## src/rtl/rtnh_pkg.sv

```systemverilog
`timescale 1ns / 1ps
// Shared types and constants for the ray/triangle nearest-hit block.
// No dependencies; every other file imports this package.
package rtnh_pkg;

    localparam int COORD_BITS = 16;
    localparam int ID_BITS    = 16;
    localparam int T_BITS     = 32;
    localparam int DIFF_W     = COORD_BITS + 1;
    localparam int CROSS_W    = 2 * DIFF_W + 1;
    localparam int PROD_W     = CROSS_W + DIFF_W;
    localparam int DOT_W      = PROD_W + 4;
    localparam int FRAC_BITS  = 16;
    localparam int QDEPTH     = 8;
    localparam int QADDR_W    = $clog2(QDEPTH);
    localparam int STAGES     = 5;
    localparam int CNT_W      = $clog2(T_BITS);

    localparam logic [2:0] REG_ORIGIN_X    = 3'd0;
    localparam logic [2:0] REG_ORIGIN_Y    = 3'd1;
    localparam logic [2:0] REG_ORIGIN_Z    = 3'd2;
    localparam logic [2:0] REG_DIRECTION_X = 3'd3;
    localparam logic [2:0] REG_DIRECTION_Y = 3'd4;
    localparam logic [2:0] REG_DIRECTION_Z = 3'd5;

    typedef struct packed {
        logic signed [COORD_BITS-1:0] first_x;
        logic signed [COORD_BITS-1:0] first_y;
        logic signed [COORD_BITS-1:0] first_z;
        logic signed [COORD_BITS-1:0] second_x;
        logic signed [COORD_BITS-1:0] second_y;
        logic signed [COORD_BITS-1:0] second_z;
        logic signed [COORD_BITS-1:0] third_x;
        logic signed [COORD_BITS-1:0] third_y;
        logic signed [COORD_BITS-1:0] third_z;
        logic [ID_BITS-1:0]           triangle_id;
        logic                         last_in_batch;
    } in_t;

    typedef struct packed {
        logic               any_hit;
        logic [T_BITS-1:0]  nearest_t;
        logic [ID_BITS-1:0] nearest_id;
    } out_t;

    typedef struct packed {
        logic signed [COORD_BITS-1:0] origin_x;
        logic signed [COORD_BITS-1:0] origin_y;
        logic signed [COORD_BITS-1:0] origin_z;
        logic signed [COORD_BITS-1:0] direction_x;
        logic signed [COORD_BITS-1:0] direction_y;
        logic signed [COORD_BITS-1:0] direction_z;
    } ray_t;

    // One classified triangle: magnitudes of numerator and denominator.
    typedef struct packed {
        logic               hit;
        logic               last;
        logic [ID_BITS-1:0] id;
        logic [DOT_W-1:0]   num;
        logic [DOT_W-1:0]   den;
    } entry_t;

    typedef enum logic [1:0] {
        ST_IDLE,
        ST_DIV,
        ST_UPDATE
    } back_state_t;

endpackage

```

## src/rtl/rtnh_back.sv

```systemverilog
`timescale 1ns / 1ps
// Back end: bit-serial Q16.16 divider, nearest-hit tracking, result register.
// Depends on rtnh_pkg.
module rtnh_back (
    input  logic             clk,
    input  logic             rst_n,
    input  logic             q_valid,
    input  rtnh_pkg::entry_t q_head,
    output logic             q_pop,
    output logic             out_valid,
    input  logic             out_stall,
    output rtnh_pkg::out_t   out_data
);
    import rtnh_pkg::*;

    back_state_t state_reg, state_next;
    entry_t      ent_reg, ent_next;
    logic [DOT_W:0]     rem_reg, rem_next;
    logic [T_BITS-1:0]  tail_reg, tail_next;
    logic [T_BITS-1:0]  quo_reg, quo_next;
    logic [CNT_W-1:0]   cnt_reg, cnt_next;
    logic [T_BITS-1:0]  best_t_reg, best_t_next;
    logic [ID_BITS-1:0] best_id_reg, best_id_next;
    logic               best_v_reg, best_v_next;
    logic               ov_reg, ov_next;
    out_t               od_reg, od_next;

    logic [DOT_W:0]         shifted;
    logic                   fits;
    logic                   win;
    logic                   out_free;
    logic [T_BITS-1:0]      nb_t;
    logic [ID_BITS-1:0]     nb_id;
    logic                   nb_v;

    always_ff @(posedge clk or negedge rst_n)
    begin
        if (!rst_n)
        begin
            state_reg   <= ST_IDLE;
            best_t_reg  <= '1;
            best_id_reg <= '0;
            best_v_reg  <= 1'b0;
            ov_reg      <= 1'b0;
        end
        else
        begin
            state_reg   <= state_next;
            best_t_reg  <= best_t_next;
            best_id_reg <= best_id_next;
            best_v_reg  <= best_v_next;
            ov_reg      <= ov_next;
        end
    end

    always_ff @(posedge clk)
    begin
        ent_reg  <= ent_next;
        rem_reg  <= rem_next;
        tail_reg <= tail_next;
        quo_reg  <= quo_next;
        cnt_reg  <= cnt_next;
        od_reg   <= od_next;
    end

    always_comb
    begin
        state_next   = state_reg;
        ent_next     = ent_reg;
        rem_next     = rem_reg;
        tail_next    = tail_reg;
        quo_next     = quo_reg;
        cnt_next     = cnt_reg;
        best_t_next  = best_t_reg;
        best_id_next = best_id_reg;
        best_v_next  = best_v_reg;
        od_next      = od_reg;
        q_pop        = 1'b0;
        out_free     = !ov_reg || !out_stall;
        ov_next      = ov_reg && out_stall;

        shifted = {rem_reg[DOT_W-1:0], tail_reg[T_BITS-1]};
        fits    = (shifted >= {1'b0, ent_reg.den});

        win   = ent_reg.hit && (!best_v_reg || (quo_reg < best_t_reg));
        nb_t  = win ? quo_reg : best_t_reg;
        nb_id = win ? ent_reg.id : best_id_reg;
        nb_v  = best_v_reg || ent_reg.hit;

        case (state_reg)
            ST_IDLE:
            begin
                if (q_valid)
                begin
                    q_pop    = 1'b1;
                    ent_next = q_head;
                    cnt_next = '0;
                    quo_next = '1;
                    // quotient overflows 32 bits exactly when num >= den * 2^16
                    if (q_head.hit && ({FRAC_BITS'(0), q_head.num} < {q_head.den, FRAC_BITS'(0)}))
                    begin
                        rem_next   = (DOT_W+1)'(q_head.num >> FRAC_BITS);
                        tail_next  = {q_head.num[FRAC_BITS-1:0], (T_BITS-FRAC_BITS)'(0)};
                        state_next = ST_DIV;
                    end
                    else
                    begin
                        state_next = ST_UPDATE;
                    end
                end
            end
            ST_DIV:
            begin
                rem_next  = fits ? (shifted - {1'b0, ent_reg.den}) : shifted;
                tail_next = {tail_reg[T_BITS-2:0], 1'b0};
                quo_next  = {quo_reg[T_BITS-2:0], fits};
                cnt_next  = cnt_reg + 1'b1;
                if (cnt_reg == CNT_W'(T_BITS - 1))
                    state_next = ST_UPDATE;
            end
            ST_UPDATE:
            begin
                if (!ent_reg.last)
                begin
                    best_t_next  = nb_t;
                    best_id_next = nb_id;
                    best_v_next  = nb_v;
                    state_next   = ST_IDLE;
                end
                else if (out_free)
                begin
                    ov_next            = 1'b1;
                    od_next.any_hit    = nb_v;
                    od_next.nearest_t  = nb_t;
                    od_next.nearest_id = nb_id;
                    best_t_next        = '1;
                    best_id_next       = '0;
                    best_v_next        = 1'b0;
                    state_next         = ST_IDLE;
                end
            end
            default:
            begin
                state_next = ST_IDLE;
            end
        endcase
    end

    assign out_valid = ov_reg;
    assign out_data  = od_reg;

endmodule

```

## config.mk

```make
export PLATFORM = sky130hd
export DESIGN_NAME = rtnh_back
export DESIGN_NICKNAME = d
export VERILOG_FILES = /design/src/rtl/rtnh_pkg.sv /design/src/rtl/rtnh_back.sv
export SDC_FILE = /design/constraint.sdc
export NUM_CORES = 1
export LEC_CHECK = 0
export ABC_AREA = 1
export BUFFER_PORTS_ARGS = -buffer_cell sky130_fd_sc_hd__buf_4
export CORE_UTILIZATION = 40
export CTS_BUF_LIST = sky130_fd_sc_hd__clkbuf_2 sky130_fd_sc_hd__clkbuf_4 sky130_fd_sc_hd__clkbuf_8
export CTS_CLUSTER_DIAMETER = 40
export CTS_CLUSTER_SIZE = 24
export DETAILED_ROUTE_END_ITERATION = 12
export HOLD_SLACK_MARGIN = 0.02
export PLACE_DENSITY_LB_ADDON = 0.1
export SYNTH_ARGS = -nofsm -noshare
export SYNTH_HDL_FRONTEND = slang
export SYNTH_SLANG_ARGS = --single-unit
```

## constraint.sdc

```tcl
create_clock -name clk -period 14.95 [get_ports clk]
set_clock_uncertainty 0.15 [all_clocks]
set_input_delay 2.2425 -clock clk [delete_from_list [all_inputs] [get_ports clk]]
set_output_delay 2.2425 -clock clk [all_outputs]
set_load 0.01 [all_outputs]
```

# [Word level (Yosys, flattened, before mapping)]
# Index checks and enable logic that the tools add are counted.
[totals] ff_bits=300 in_bits=134 word_cells=76
[classes] add_sub_neg=2 magnitude_cmp=3 eq_ne=8 muxes=30 reduce_logical=17
[op_table] cell="32-bit two-way mux" n=6
[op_table] cell="56-bit two-way mux" n=3
[op_table] cell="32-bit one-hot mux with 2 select lines" n=2
[op_table] cell="56-bit one-hot mux with 2 select lines" n=1
[op_table] cell="56-bit by 72-bit < comparator with 1-bit output" n=1
[op_table] cell="57-bit by 56-bit >= comparator with 1-bit output" n=1
[op_table] cell="56-bit subtractor" n=1
[op_table] cell="16-bit two-way mux" n=3
[op_table] cell="32-bit < comparator" n=1
[op_table] cell="2-bit two-way mux" n=5
[op_table] cell="5-bit one-hot mux with 2 select lines" n=1
[op_table] cell="3-bit AND reduction" n=3
[op_table] cell="1-bit two-way mux" n=7
[op_table] cell="2-bit != test, second input constant" n=3
[op_table] cell="2-bit one-hot mux with 3 select lines" n=1
[op_table] cell="2-bit AND reduction" n=3
[op_table] cell="5-bit by 1-bit adder with 5-bit output, second input constant" n=1
[op_table] cell="5-bit equality test, second input constant" n=1
[op_table] cell="5-bit two-way mux" n=1
[op_table] cell="1-bit logical AND" n=3
[op_table] cell="1-bit zero test" n=3
[op_table] cell="1-bit logical OR" n=3
[op_table] cell="3-bit != test, second input constant" n=1
[op_table] cell="2-bit by 1-bit equality test with 1-bit output, second input constant" n=1
[op_table] cell="other kinds (4)" n=4

# [Depth between registers and ports, before layout]
[logic_depth] ltp_word=5 depth_mapped=19 mapped_depth_nobuf=18

# [Worst setup path after synthesis]
# No wires, ideal clock.
[synth_path] path_kind="input port to flip-flop" startpoint="input q_head[5] in the netlist's numbering" endpoint="register rem_reg[0], enable pin" setup_time_ns=0.601 arrival_time_ns=8.244 required_time_ns=14.199 slack_ns=5.955 stages=11 path_buffers=0 cell_sequence="inv_1 ha_1 a21oi_1 nor2_1 a211oi_1 nand2_1 nand2_1 nand3_1 nand2_1 nand3_1 o21ai_0"
[synth_via] elab_chain_cells=4
[synth_rtl] element="start, declared" line_no="rtnh_back.sv:8" source="input rtnh_pkg::entry_t q_head,"
[synth_rtl] element="56-bit by 72-bit < comparator with 1-bit output" line_no="rtnh_back.sv:100" source="if (q_head.hit && ({FRAC_BITS'(0), q_head.num} < {q_head.den, FRAC_BITS'(0)}))"
[synth_rtl] element="1-bit logical AND" line_no="rtnh_back.sv:100"
[synth_rtl] element="2-bit != test (no source line)"
[synth_rtl] element="3-bit AND reduction (no source line)"
[synth_rtl] element="end signal, assigned" line_no="rtnh_back.sv:59" source="rem_reg <= rem_next;"
[synth_rtl] element="end, declared" line_no="rtnh_back.sv:18" source="logic [DOT_W:0] rem_reg, rem_next;"
# Every way passes these cells.
# A chain may end at the register's enable or synchronous reset.

# [Worst setup path after layout]
[layout_path] startpoint="input q_valid" endpoint="output q_pop"
[layout_via] elab_chain_cells=2
[layout_rtl] element="start, declared" line_no="rtnh_back.sv:7" source="input logic q_valid,"
[layout_rtl] element="1-bit two-way mux" line_no="rtnh_back.sv:93" source="if (q_valid)"
[layout_rtl] element="1-bit two-way mux" line_no="rtnh_back.sv:90" source="case (state_reg)"
[layout_rtl] element="end, declared" line_no="rtnh_back.sv:9" source="output logic q_pop,"
# Every way passes these cells.

==> impl_results.md <==
- Final hold vios: 0
- FF-to-FF Start: rem_reg[21]
- Filler instances: 4598
- Wire length per cell after detailed routing: 16.8 µm
- Synthesized area: around 19000 µm²
- Layout cells sized above 1: 0.163
- Max reg flops: 74
- Register area share after synthesis: 0.447
- Post-synth ARST share: 0.183
- Largest family of logic cells by synthesized area: simple AND/OR/NAND/NOR gates
- Switch share: 0.463
- FP Rows: approximately 80
- PortBufs: between 150 and 200
- EDFF count, synth: 232
- Fmax: ~190 MHz
- Core ar.: 45600 µm²
- Num CTS Buffers: roughly 50
- Largest net degree at the start of global routing: 86
- Biggest area consumer among synthesized cells: edfxtp_1
- Unrepaired setup endpoints after global routing: false
- Tcrit/Tclk final: 0.349
- Tmin final: 5210 ps
- Critical Path Start Type: primary input
- H-tree depth: 2
- CTS tree: yes
- Worst-skew pair later-pin latency: 650 ps
- DRC violation count after routing: 0
- Synth warnings: 0
- Pint: 2.36 mW
- Simple-gate area share of the yosys netlist: 0.290
- Critical path type: primary input to output port
- Gate Count Post-Synth: 2333
- Vias in the first global route: between 15000 and 20000
- # hold bufs at CTS: 0
- CTS max path bufs: 3
- Finished Core Util: 0.474
- Combinational power share: 0.527
- Syn_nets: 2596
- Routed WL: 53.3 mm
- Fin Hold WS: around 370 ps
- ANT cells: 0
- Clk slew on worst S/H paths: around 70 ps
- Layout area overhead: 16.1%
- Root buffer cell: clkbuf_8
- DRT Pass-1 Iters: 5
- Post_cts resized: 0
- DP Cell Count: 3072
- Worst min path class: flop to flop
- Clock power share: 0.173
- Synth Flop Type: edfxtp_1
- Starting Density: 0.408
- Post-Synth XOR/XNOR Area: 0.0108
- Max VDD drop: 0.108 mV
- I/O pins: 185
- Psw: a little over 2 mW
- Die area: 47400 µm²
- Slew Limit Fails: 0
- Synth Area in Adders: 0.0872
- Fin nets: around 2800
- Post-synth top area share: 0.375
- Hold EP: tail_reg[22]
- Sequential share of power: 0.300
- Required @ worst endpoint: 12560 ps
- Largest cells by area after synthesis: edfxtp_1 37%, nand2_1 13%, ha_1 8.6%, inv_1 7.9%, nand3_1 5.0%
- Hold path start: tail_reg[21]
- First-pass GRT wire length: 84.1 mm
- Die width: 218 µm
- Sum of negative setup slack: 0 ps
- Routability Congestion: approximately 0.92
- Arrival time at the worst endpoint: 2820 ps
- Die H: 218 µm
- CP Max Fanout: 3
- R2r setup slk: 11160 ps
- Pwr Total: ~4.4 mW
- DR iter-0 viols: 787
- Number of vias per cell: 4.92
- Initial antenna violation count: 0
- Worst setup EP type: output port
- WHS Path Cells: 2
- Avg Cell Area, Syn: approximately 8 µm²
- DR vias: 15600
- Total gr overflow: 0
- RR Endpoint: rem_reg[39]
- Post-route ant nets: 0
- Leakage power: 10.2 nW
- Worst R2R Path Depth: 10
- Status: finished clean
- CTS sink cnt: 284
- Setup bufs post-CTS: 0
- PwrDens: a little over 200 nW/µm²
- Worst-Margin Slew: 995 ps
- Detail Placement HPWL: 39.9 mm
- Relative slew margins: 0.337
- Mux contribution to synthesized area: 0
- GRT Total Usage: 0.228
- Finished Layout Cells: 3164
- Setup violators final: 0
- Flops & latches, synth: 284
- MaxCap Viol Count: 0
- Post-synth cell types: 42
- Compound-gate portion of the synthesized area: 0.0680
cells in the final DEF (no fill, tap or decap), drive strengths merged, types with 4 or more instances in the layout:
cell	count
nand2	636
dfrtp	20
a21oi	120
and2	24
nor3	9
a21boi	4
clkinvlp	4
dfstp	32
clkbuf	54
ha	128
o21ai	94
nor4	8
xnor2	21
nand4	15
nand3b	33
clkinv	21
a21o	4
o21bai	10
edfxtp	232
buf	199
inv	407
nand3	231
nor2	215
or2	28
cells in the mapped netlist, types with 3 or more instances:
library cell  number
nand2_1          633
inv_1            391
edfxtp_1         232
nor2_1           204
nand3_1          187
ha_1             128
a21oi_1          120
o21ai_0           86
nand3_2           44
nand3b_1          33
dfstp_2           32
clkbuf_1          30
or2_2             27
and2_1            23
xnor2_1           21
dfrtp_1           20
nand4_1           15
buf_2             13
nor2_2            10
o21bai_1          10
nor3_1             9
buf_6              8
nor4_1             8
buf_4              7
o21ai_1            6
inv_2              5
a21boi_0           4
a21o_1             4
nand2_2            3
critical path, stage by stage:
cell and delay (ps):
buf_4 90, nand2_1 160, nor2_4 180, buf_4 140
power groups by stage:
stage               sequential (mW)  clock (mW)  combinational [mW]
finish                         1.32       0.760                2.31
floorplan                      1.34           0                1.65
global placement               1.33           0                2.30
detailed placement             1.33           0                2.32
global route                   1.34       0.818                2.63
CTS                            1.32       0.789                2.34
layer usage:
layer  up-vias  global-route usage  routed length [µm]
li1       7936                   -                   -
met2       327               0.392               25500
met5         -                   0                   0
met1      7247               0.297               24300
met3        66              0.0308                2260
met4         0              0.0692                1260
cell families after synthesis:
family,count (synthesis)
XOR/XNOR,23
buffers and inverters,457
AND/OR/NAND/NOR,1201
flip-flops,284
AO/OA/AOI/OAI,239
adder cells (fa/ha/maj),129
final cells by class:
class                           count  area (µm²)  area share
Clock buffer                       54         712      0.0330
Clock inverter                     38         332      0.0153
Inverter                          397        1490      0.0691
Multi-Input combinational cell   1592        8520       0.394
Sequential cell                   284        8310       0.385
Tap cell                          600         751      0.0347
Timing Repair Buffer              199        1490      0.0691
worst max-delay path by stage:
stage | from | end | slack, ps
2_1_floorplan | q_head[5] | rem_reg[0] | 5950
3_3_place_gp | q_head[23] | rem_reg[14] | 9650
3_5_place_dp | q_head[5] | rem_reg[15] | 9550
4_1_cts | q_valid | q_pop | 9720
5_1_grt | q_valid | q_pop | 9660
6_report | q_valid | q_pop | 9740
per-stage QoR:
stage / worst slack [ps] / cell area [µm²]
after global routing: 9660 / 21600
after global placement: 9650 / 20600
after detailed placement: 9550 / 20600
final: 9740 / 21600
after floorplan: 5950 / 18600
after CTS: 9720 / 21600
Note: power is estimated with default switching activity, not from simulation.
