[src/rtl/rtnh_pkg.sv]
`timescale 1ns / 1ps
// Shared types and constants for the ray/triangle nearest-hit block.
// No dependencies; every other file imports this package.
package rtnh_pkg;

    localparam int COORD_BITS = 16;
    localparam int ID_BITS    = 16;
    localparam int T_BITS     = 32;
    localparam int DIFF_W     = COORD_BITS + 1;
    localparam int CROSS_W    = 2 * DIFF_W + 1;
    localparam int PROD_W     = CROSS_W + DIFF_W;
    localparam int DOT_W      = PROD_W + 4;
    localparam int FRAC_BITS  = 16;
    localparam int QDEPTH     = 8;
    localparam int QADDR_W    = $clog2(QDEPTH);
    localparam int STAGES     = 5;
    localparam int CNT_W      = $clog2(T_BITS);

    localparam logic [2:0] REG_ORIGIN_X    = 3'd0;
    localparam logic [2:0] REG_ORIGIN_Y    = 3'd1;
    localparam logic [2:0] REG_ORIGIN_Z    = 3'd2;
    localparam logic [2:0] REG_DIRECTION_X = 3'd3;
    localparam logic [2:0] REG_DIRECTION_Y = 3'd4;
    localparam logic [2:0] REG_DIRECTION_Z = 3'd5;

    typedef struct packed {
        logic signed [COORD_BITS-1:0] first_x;
        logic signed [COORD_BITS-1:0] first_y;
        logic signed [COORD_BITS-1:0] first_z;
        logic signed [COORD_BITS-1:0] second_x;
        logic signed [COORD_BITS-1:0] second_y;
        logic signed [COORD_BITS-1:0] second_z;
        logic signed [COORD_BITS-1:0] third_x;
        logic signed [COORD_BITS-1:0] third_y;
        logic signed [COORD_BITS-1:0] third_z;
        logic [ID_BITS-1:0]           triangle_id;
        logic                         last_in_batch;
    } in_t;

    typedef struct packed {
        logic               any_hit;
        logic [T_BITS-1:0]  nearest_t;
        logic [ID_BITS-1:0] nearest_id;
    } out_t;

    typedef struct packed {
        logic signed [COORD_BITS-1:0] origin_x;
        logic signed [COORD_BITS-1:0] origin_y;
        logic signed [COORD_BITS-1:0] origin_z;
        logic signed [COORD_BITS-1:0] direction_x;
        logic signed [COORD_BITS-1:0] direction_y;
        logic signed [COORD_BITS-1:0] direction_z;
    } ray_t;

    // One classified triangle: magnitudes of numerator and denominator.
    typedef struct packed {
        logic               hit;
        logic               last;
        logic [ID_BITS-1:0] id;
        logic [DOT_W-1:0]   num;
        logic [DOT_W-1:0]   den;
    } entry_t;

    typedef enum logic [1:0] {
        ST_IDLE,
        ST_DIV,
        ST_UPDATE
    } back_state_t;

endpackage

[src/rtl/rtnh_queue.sv]
`timescale 1ns / 1ps
// Small FIFO between the front pipeline and the divider back end.
// Depends on rtnh_pkg.
module rtnh_queue (
    input  logic             clk,
    input  logic             rst_n,
    input  logic             push,
    input  rtnh_pkg::entry_t push_data,
    input  logic             pop,
    output logic             not_empty,
    output rtnh_pkg::entry_t head,
    output logic [rtnh_pkg::QADDR_W:0] count
);
    import rtnh_pkg::*;

    entry_t mem [QDEPTH];
    entry_t head_reg;
    logic [QADDR_W-1:0] wr_reg;
    logic [QADDR_W-1:0] rd_reg;
    logic [QADDR_W-1:0] rd_next;
    logic [QADDR_W:0]   cnt_reg;

    assign rd_next = rd_reg + QADDR_W'(pop);

    always_ff @(posedge clk or negedge rst_n)
    begin
        if (!rst_n)
        begin
            wr_reg  <= '0;
            rd_reg  <= '0;
            cnt_reg <= '0;
        end
        else
        begin
            if (push)
                wr_reg <= wr_reg + 1'b1;
            rd_reg  <= rd_next;
            cnt_reg <= cnt_reg + (QADDR_W+1)'(push) - (QADDR_W+1)'(pop);
        end
    end

    // Prefetch the next head; forward a beat written into an empty queue.
    always_ff @(posedge clk)
    begin
        if (push)
            mem[wr_reg] <= push_data;
        if (push && (wr_reg == rd_next))
            head_reg <= push_data;
        else
            head_reg <= mem[rd_next];
    end

    assign head      = head_reg;
    assign not_empty = (cnt_reg != '0);
    assign count     = cnt_reg;

endmodule

[config.mk]
export PLATFORM = sky130hd
export DESIGN_NAME = rtnh_queue
export DESIGN_NICKNAME = d
export VERILOG_FILES = /design/src/rtl/rtnh_pkg.sv /design/src/rtl/rtnh_queue.sv
export SDC_FILE = /design/constraint.sdc
export NUM_CORES = 1
export LEC_CHECK = 0
export CORE_MARGIN = 10
export CORE_UTILIZATION = 55
export CTS_CLUSTER_DIAMETER = 150
export CTS_CLUSTER_SIZE = 14
export DETAILED_ROUTE_END_ITERATION = 8
export DONT_BUFFER_PORTS = 1
export HOLD_SLACK_MARGIN = 0.15
export PLACE_DENSITY = 0.78
export SYNTH_ARGS = -nofsm -noshare
export SYNTH_HDL_FRONTEND = slang
export SYNTH_SLANG_ARGS = --single-unit
[constraint.sdc]
create_clock -name clk -period 13.3 [get_ports clk]
set_clock_uncertainty 0.2 [all_clocks]
set_input_delay 1.995 -clock clk [delete_from_list [all_inputs] [get_ports clk]]
set_output_delay 1.995 -clock clk [all_outputs]
set_load 0.01 [all_outputs]
Word-level counts from Yosys, hierarchy flattened
Memory sizes are Yosys's and may differ from the RTL's. A register that Yosys moved wholly into a read port is not among the register bits.
Index checks and enable logic that the tools add are counted.
{"block": "word_totals", "reg_bits": 10, "ram_bits": 1040, "in_bits": 134, "output_inout_bits": 135, "elab_cells": 11, "mem_count": 1}
{"block": "classes", "add_sub_neg": 4, "muxes": 2, "reduce_logical": 1}
{"memory": "mem", "depth": 8, "word_bits": 130, "rd": 1, "rd_clocked_by_memory_dff": 1, "write_ports": 1, "line": "rtnh_queue.sv:16", "rtl": "entry_t mem [QDEPTH];"}
{"operator": "$add 4x1->4", "count": 1}
{"operator": "$reduce_bool 4->1", "count": 1}
{"operator": "$sub 4x1->4", "count": 1}
{"operator": "$add 3x1->3", "count": 1}
{"operator": "$add 3x1->3 const B", "count": 1}
{"operator": "$mux 1", "count": 2}

Depth between registers and ports, before layout
Gate-level depths: netlist (run 1).
{"block": "depth", "ltp_word": 2, "ltp_mapped": 7, "mapped_depth_nobuf": 7}

Worst setup path before layout (run 1)
Ideal clock, no wire load.
{"block": "synth_path", "kind": "input -> register", "from": "input push", "to": "memory mem[0][0] (netlist bit), enable pin", "setup_ns": 0.778, "arrival_time_ns": 10.863, "t_required_ns": 12.322, "setup_slack_ns": 1.459, "path_stages": 2, "path_buffers": 0, "cell_sequence": "nand2b_1 nor3_1"}
{"block": "synth_via", "elab_chain_len": 2}
{"element": "start: declaration", "line": "rtnh_queue.sv:7", "rtl": "input logic push,"}
{"element": "$mux 1", "line": "rtnh_queue.sv:45", "rtl": "if (push)"}
{"element": "$mux 1 (not written as such)", "line": "rtnh_queue.sv:46", "rtl": "mem[wr_reg] <= push_data;"}
{"element": "end: declaration", "line": "rtnh_queue.sv:16"}
Every way passes these cells.

==> results.sh, run 1 <==
export IMPL_status="completed"
export IMPL_proportion_of_register_bits_with_asynchronous_set_or_reset_after_synthesis=0.00950
export IMPL_max_slew_margin=0.231
export IMPL_antenna_left=0
export IMPL_h_tree_levels=3
export IMPL_sw_frac_of_total=0.288
export IMPL_timing_hold_ws_ns=0.258
export IMPL_fmax_ghz=0.157
export IMPL_nets=1744
export IMPL_wl_met2_mm=38.7
export IMPL_detailroute_via_count=16000
export IMPL_clock_pin_slew_on_the_worst_setup_and_hold_paths_ns=0.07
export IMPL_final_max_slew_violation_count=0
export IMPL_max_clock_path_buffers=3
export IMPL_worst_slew_pin_transition_ns=1.15
export IMPL_timing_setup_critical_path_class="flop to primary output"
export IMPL_grt_first_pass_wirelength_mm=114
export IMPL_post_route_drc_count=0
export IMPL_netSwitchingPower_mw=2.63
export IMPL_p_total_mw=9.11
export IMPL_synthCells=1555
export IMPL_core_sq_mm=0.0717
export IMPL_fillers=4726
export IMPL_power_density_over_the_cells_mw_per_mm2=211
export IMPL_max_vdd_ir_drop_uv=193
export IMPL_yosys_area_top_type_share=0.782
export IMPL_hold_buffer_count_at_cts=0
export IMPL_drt_total_wl_mm=75.8
export IMPL_routed_top_layer="met4"
export IMPL_met3_length_mm=6.45
export IMPL_first_pass_iters=5
export IMPL_timing_final_crit_period_ns=6.37
export IMPL_p_leak_nw=13.4
export IMPL_post_dp_hpwl_mm=41.8
export IMPL_crit_fanout=94
export IMPL_pin_count_of_the_biggest_net_entering_global_routing=131
export IMPL_cts_root_buf="sky130_fd_sc_hd__clkbuf_16"
export IMPL_p_int_mw=6.49
export IMPL_number_of_antenna_violations_at_the_first_check_in_global_routing=0
export IMPL_synth_yosys_warnings=0
export IMPL_grt_use_total=0.182
export IMPL_setup_viol=0
export IMPL_cp_end_kind="primary output"
export IMPL_synth_sequential_area_ratio=0.790
export IMPL_post_drt_via_cell_ratio=6.25
export IMPL_io_buffer_count=0
export IMPL_grt_setup_unrepaired="false"
export IMPL_drv_cap=0
export IMPL_worstSetupStartpointType="flop"
export IMPL_cts_resized=0
export IMPL_post_route_period_util=0.479
export IMPL_power_sequential_fraction=0.480
export IMPL_most_common_layout_cells="sky130_fd_sc_hd__edfxtp_1 (1040), sky130_fd_sc_hd__mux4_2 (204), sky130_fd_sc_hd__mux2_2 (131), sky130_fd_sc_hd__clkbuf_16 (86), sky130_fd_sc_hd__mux4_1 (56)"
export IMPL_start_util=0.557
export IMPL_numCtsBuffers=85
export IMPL_clock_sinks=1053
export IMPL_timing_reg2reg_setup_slack_ns=10.06
export IMPL_die_h_um=290
export IMPL_n_antenna_cell=0
export IMPL_synthesis_nets=1698
export IMPL_tritoncts="built"
export IMPL_rows=98
export IMPL_syn_area_per_cell_sq_um=25.7
export IMPL_arrival_ns=4.17
export IMPL_clkLatencyLatePin_ns=0.62
export IMPL_detail_route_wl_per_cell_um=29.6
export IMPL_final_layout_size_suffix_gt1_frac=0.291
export IMPL_share_of_total_power_in_the_clock_network=0.243
export IMPL_post_synth_top_area_cell="sky130_fd_sc_hd__edfxtp_1"
export IMPL_yosys_cell_types_count=23
export IMPL_finish_utilization=0.602
export IMPL_gpl_final_weighted_congestion=0.699
export IMPL_share_comb_of_total_power=0.277
export IMPL_yosys_top_cells_area="sky130_fd_sc_hd__edfxtp_1 (78%), sky130_fd_sc_hd__mux4_2 (12%), sky130_fd_sc_hd__mux2_2 (3.7%)"
export IMPL_crit_required_ns=11.10
export IMPL_final_layout_setup_total_negative_slack_ns=0
export IMPL_cts_post_setup_buffers_inserted=0
export IMPL_layout_commonest_cell="sky130_fd_sc_hd__edfxtp_1"
export IMPL_total_die_area_sq_mm=0.0838
export IMPL_postSynthRegisterBits=1053
export IMPL_area_delta_synth_final_pct=8.06
export IMPL_dominantRegCellSynth="sky130_fd_sc_hd__edfxtp_1"
export IMPL_largest_register="mem"
export IMPL_hold_removal_path_class="flop to flop"
export IMPL_timing_final_hold_violations=0
export IMPL_largest_reg_flops=1040
export IMPL_via_count_of_the_first_global_routing_pass=17300
export IMPL_overflow=0
export IMPL_drt_met1_wl_mm=29.4
export IMPL_synth_enable_flop_cells=1040
export IMPL_die_width_um=290
export IMPL_syn_area_sq_mm=0.0399
export IMPL_boundaryPins=269
export IMPL_dr_first_iter_drc_count=1481
## kinds of logic after synthesis
family,after synthesis,synth area share
buffers and inverters,80,0.0156
multiplexers,391,0.189
AND/OR/NAND/NOR,15,0.00169
flip-flops,1053,0.790
XOR/XNOR,5,0.00110
adder cells (fa/ha/maj),9,0.00301
AO/OA/AOI/OAI,2,0.000313
## per-stage QoR
stage          std cells  worst slack (ns)  area, sq um
3_3_place_gp        2464              7.41        40900
5_1_grt             2562              6.52        43200
4_1_cts             2562              6.74        43200
6_report            2562              6.93        43200
2_1_floorplan       1555              1.46        39900
3_5_place_dp        2464              7.40        40900
## synthesized netlist by cell type (2+ instances only)
library cell and number:
sky130_fd_sc_hd__mux4_1 56, sky130_fd_sc_hd__mux4_2 204, sky130_fd_sc_hd__dfrtp_1 10, sky130_fd_sc_hd__buf_12 16
sky130_fd_sc_hd__clkbuf_1 19, sky130_fd_sc_hd__buf_1 21, sky130_fd_sc_hd__nand2_1 3, sky130_fd_sc_hd__mux2_2 131
sky130_fd_sc_hd__edfxtp_1 1040, sky130_fd_sc_hd__nor3_1 2, sky130_fd_sc_hd__ha_1 8, sky130_fd_sc_hd__dfxtp_1 3
sky130_fd_sc_hd__nand2b_1 3, sky130_fd_sc_hd__xor2_1 3, sky130_fd_sc_hd__inv_1 8, sky130_fd_sc_hd__buf_6 7
sky130_fd_sc_hd__xnor2_1 2, sky130_fd_sc_hd__nor2_1 6, sky130_fd_sc_hd__buf_2 9
## final timing paths
kind | from | end | cells after the start
max | flop | head[104] | 4
min | rd_reg[2] | flop | 1
max reg2reg | wr_reg[1] | mem[5][119] | 3
min reg2reg | rd_reg[2] | flop | 1
max in group asynchronous | rst_n | count[2] | 0
min in group asynchronous | rst_n | wr_reg[1] | 0
## cell type report
class                   count  area [sq um]  share of cell area
flip-flops and latches   1053         31600               0.731
multi-input cells         422          7840               0.182
clock buffers              92          2170              0.0504
well taps                 950          1190              0.0275
repair buffers             31           258             0.00597
clock inverters             6           125             0.00290
inverters                   8          30.0            0.000696
## worst max-delay path, stage by stage, from the launching register on
cell,delay [ns]
sky130_fd_sc_hd__dfxtp_4,0.98
sky130_fd_sc_hd__buf_4,0.81
sky130_fd_sc_hd__buf_12,0.65
sky130_fd_sc_hd__mux4_1,0.64
sky130_fd_sc_hd__mux2_2,0.35
## power by group through the flow
| stage | Combinational, mW | Clock (mW) | Sequential [mW] |
|---|---|---|---|
| 2_1_floorplan | 2.12 | 0 | 4.41 |
| 3_3_place_gp | 2.55 | 0 | 4.42 |
| 3_5_place_dp | 2.58 | 0 | 4.45 |
| 4_1_cts | 2.60 | 2.27 | 4.39 |
| 5_1_grt | 2.71 | 2.39 | 4.42 |
| 6_report | 2.52 | 2.22 | 4.38 |
## routing by layer
layer	vias to the layer above	track usage
li1	6744	-
met1	8692	0.235
met2	482	0.300
met3	99	0.0582
met4	0	0.0460
met5	-	0
Power figures use the tool's default switching activity.
==> inputs of run 2 (changes only) <==
- PLACE_DENSITY: 0.78 -> 0.81
- clock period: 13.3 -> 5.8 ns (I/O delays scaled with it)
==> results.sh, run 2 (same netlist as run 1, synthesis figures left out) <==
export IMPL_status="completed"
export IMPL_fmax_ghz=0.237
export IMPL_finish_instance_area_sq_mm=0.0446
export IMPL_p_leak_nw=14.0
export IMPL_netSwitchingPower_mw=6.23
export IMPL_post_route_drc_count=0
export IMPL_grt_setup_unrepaired="false"
export IMPL_clkLatencyLatePin_ns=0.62
export IMPL_largest_register="mem"
export IMPL_timing_critical_path_slowest_stage_cell="sky130_fd_sc_hd__dfxtp_4"
export IMPL_rows=98
export IMPL_total_die_area_sq_mm=0.0838
export IMPL_nets=1873
export IMPL_io_buffer_count=0
export IMPL_clock_sinks=1053
export IMPL_worstSetupStartpointType="flop"
export IMPL_area_delta_synth_final_pct=11.8
export IMPL_boundaryPins=269
export IMPL_power_sequential_fraction=0.474
export IMPL_post_route_period_util=0.727
export IMPL_crit_required_ns=4.73
export IMPL_most_common_layout_cells="sky130_fd_sc_hd__edfxtp_1 (1040), sky130_fd_sc_hd__mux4_2 (204), sky130_fd_sc_hd__dlygate4sd3_1 (132), sky130_fd_sc_hd__mux2_2 (131), sky130_fd_sc_hd__clkbuf_16 (86)"
export IMPL_fillers=4561
export IMPL_hold_removal_path_class="input pin to flop"
export IMPL_pin_count_of_the_biggest_net_entering_global_routing=128
export IMPL_start_util=0.557
export IMPL_layout_commonest_cell="sky130_fd_sc_hd__edfxtp_1"
export IMPL_detailroute_via_count=16800
export IMPL_number_of_antenna_violations_at_the_first_check_in_global_routing=11
export IMPL_crit_chain="buf_12 -> mux4_1 -> mux2_2"
export IMPL_detail_route_wl_per_cell_um=29.2
export IMPL_die_h_um=290
export IMPL_cts_root_buf="sky130_fd_sc_hd__clkbuf_16"
export IMPL_final_layout_size_suffix_gt1_frac=0.267
export IMPL_arrival_ns=3.15
export IMPL_setup_viol=0
export IMPL_timing_final_crit_period_ns=4.22
export IMPL_grt_first_pass_wirelength_mm=117
export IMPL_gpl_final_weighted_congestion=0.692
export IMPL_power_density_over_the_cells_mw_per_mm2=476
export IMPL_cts_post_setup_buffers_inserted=0
export IMPL_share_of_total_power_in_the_clock_network=0.241
export IMPL_post_dp_hpwl_mm=40.3
export IMPL_max_clock_path_buffers=3
export IMPL_tritoncts="built"
export IMPL_via_count_of_the_first_global_routing_pass=18100
export IMPL_layout_area_seq_sq_mm=0.0316
export IMPL_worst_slew_pin_transition_ns=1.06
export IMPL_finish_cell_count_without_fillers=2706
export IMPL_timing_setup_critical_path_class="flop to primary output"
export IMPL_multi_input_area_sq_mm=0.00785
export IMPL_sw_frac_of_total=0.293
export IMPL_cts_resized=0
export IMPL_share_comb_of_total_power=0.285
export IMPL_placedCellCount=2461
export IMPL_dr_first_iter_drc_count=1394
export IMPL_drt_total_wl_mm=79.0
export IMPL_first_pass_iters=5
export IMPL_antenna_left=0
export IMPL_cp_end_kind="primary output"
export IMPL_core_sq_mm=0.0717
export IMPL_crit_path_max_incr_delay_ns=1.04
export IMPL_die_width_um=290
export IMPL_largest_reg_flops=1040
export IMPL_p_int_mw=15.0
export IMPL_max_slew_margin=0.294
export IMPL_final_max_slew_violation_count=0
export IMPL_timing_final_hold_violations=0
export IMPL_crit_fanout=52
export IMPL_numCtsBuffers=85
export IMPL_h_tree_levels=3
export IMPL_timing_hold_ws_ns=0.207
export IMPL_drv_cap=0
export IMPL_p_total_mw=21.3
export IMPL_post_drt_via_cell_ratio=6.19
export IMPL_overflow=0
export IMPL_grt_use_total=0.189
export IMPL_clock_pin_slew_on_the_worst_setup_and_hold_paths_ns=0.06
export IMPL_max_vdd_ir_drop_uv=1260
export IMPL_post_dp_cell_area_sq_mm=0.0410
==> run 2: cell types whose count changed in the layout (fill, tap and decap cells not counted), sizes merged <==
cell         change
buf              -3
inv              +4
clkinv           -4
dlygate4sd3    +132
clkbuf           +4
diode           +11
==> run 2: final timing paths <==
path / start / end / slack, ns / cells after the start
setup / recovery: flop / head[65] / 1.58 / 3
hold / removal: push / wr_reg[2] / 0.21 / 2
setup reg to reg: wr_reg[0] / mem[6][119] / 3.08 / 3
hold reg to reg: rd_reg[2] / flop / 0.27 / 1
max in group asynchronous: rst_n / wr_reg[1] / 4.69 / 1
min in group asynchronous: rst_n / count[3] / 0.41 / 1
==> run 2: repair_timing <==
action / in CTS / in global routing
setup endpoints to repair: 0 / 0
hold endpoints to repair: 1052 / 0
hold buffers: 132 / 0
==> run 2: critical path: cells and delay by family (launching register included) <==
| kind | cells | cell delay [ns] |
|---|---|---|
| flops | 1 | 1.04 |
| mux | 2 | 0.96 |
| buf+inv | 1 | 0.46 |
==> run 2: area by class of cell <==
cell class                      instances  area share
Antenna cell                           11    0.000617
Tap cell                              950      0.0266
Clock buffer                           96      0.0490
Sequential cell                      1053       0.707
Timing Repair Buffer                  160      0.0379
Multi-Input combinational cell        422       0.176
Clock inverter                          6     0.00258
Inverter                                8    0.000673
==> run 2: power by group through the flow <==
stage	Sequential, mW	Clock, mW	Combinational [mW]
CTS	10.1	5.23	6.19
detailed placement	10.3	0	5.98
finish	10.1	5.12	6.06
floorplan	10.1	0	4.87
global route	10.2	5.52	6.44
global placement	10.2	0	5.88
==> run 2: stage by stage <==
| step | setup slack [ns] | TNS (ns) | util |
|---|---|---|---|
| detailed placement | 2.17 | 0 | 0.572 |
| finish | 1.58 | 0 | 0.622 |
| global route | 1.33 | 0 | 0.622 |
| CTS | 1.46 | 0 | 0.622 |
| global placement | 2.21 | 0 | 0.572 |
| floorplan | -1.42 | -1345.79 | - |
==> run 2: layer usage <==
metal / vias to the layer above / track usage / wire, um
li1: 7037 / - / -
met1: 9022 / 0.246 / 30900
met2: 551 / 0.313 / 40600
met3: 141 / 0.0472 / 5380
met4: 6 / 0.0579 / 2050
met5: - / 0 / 37
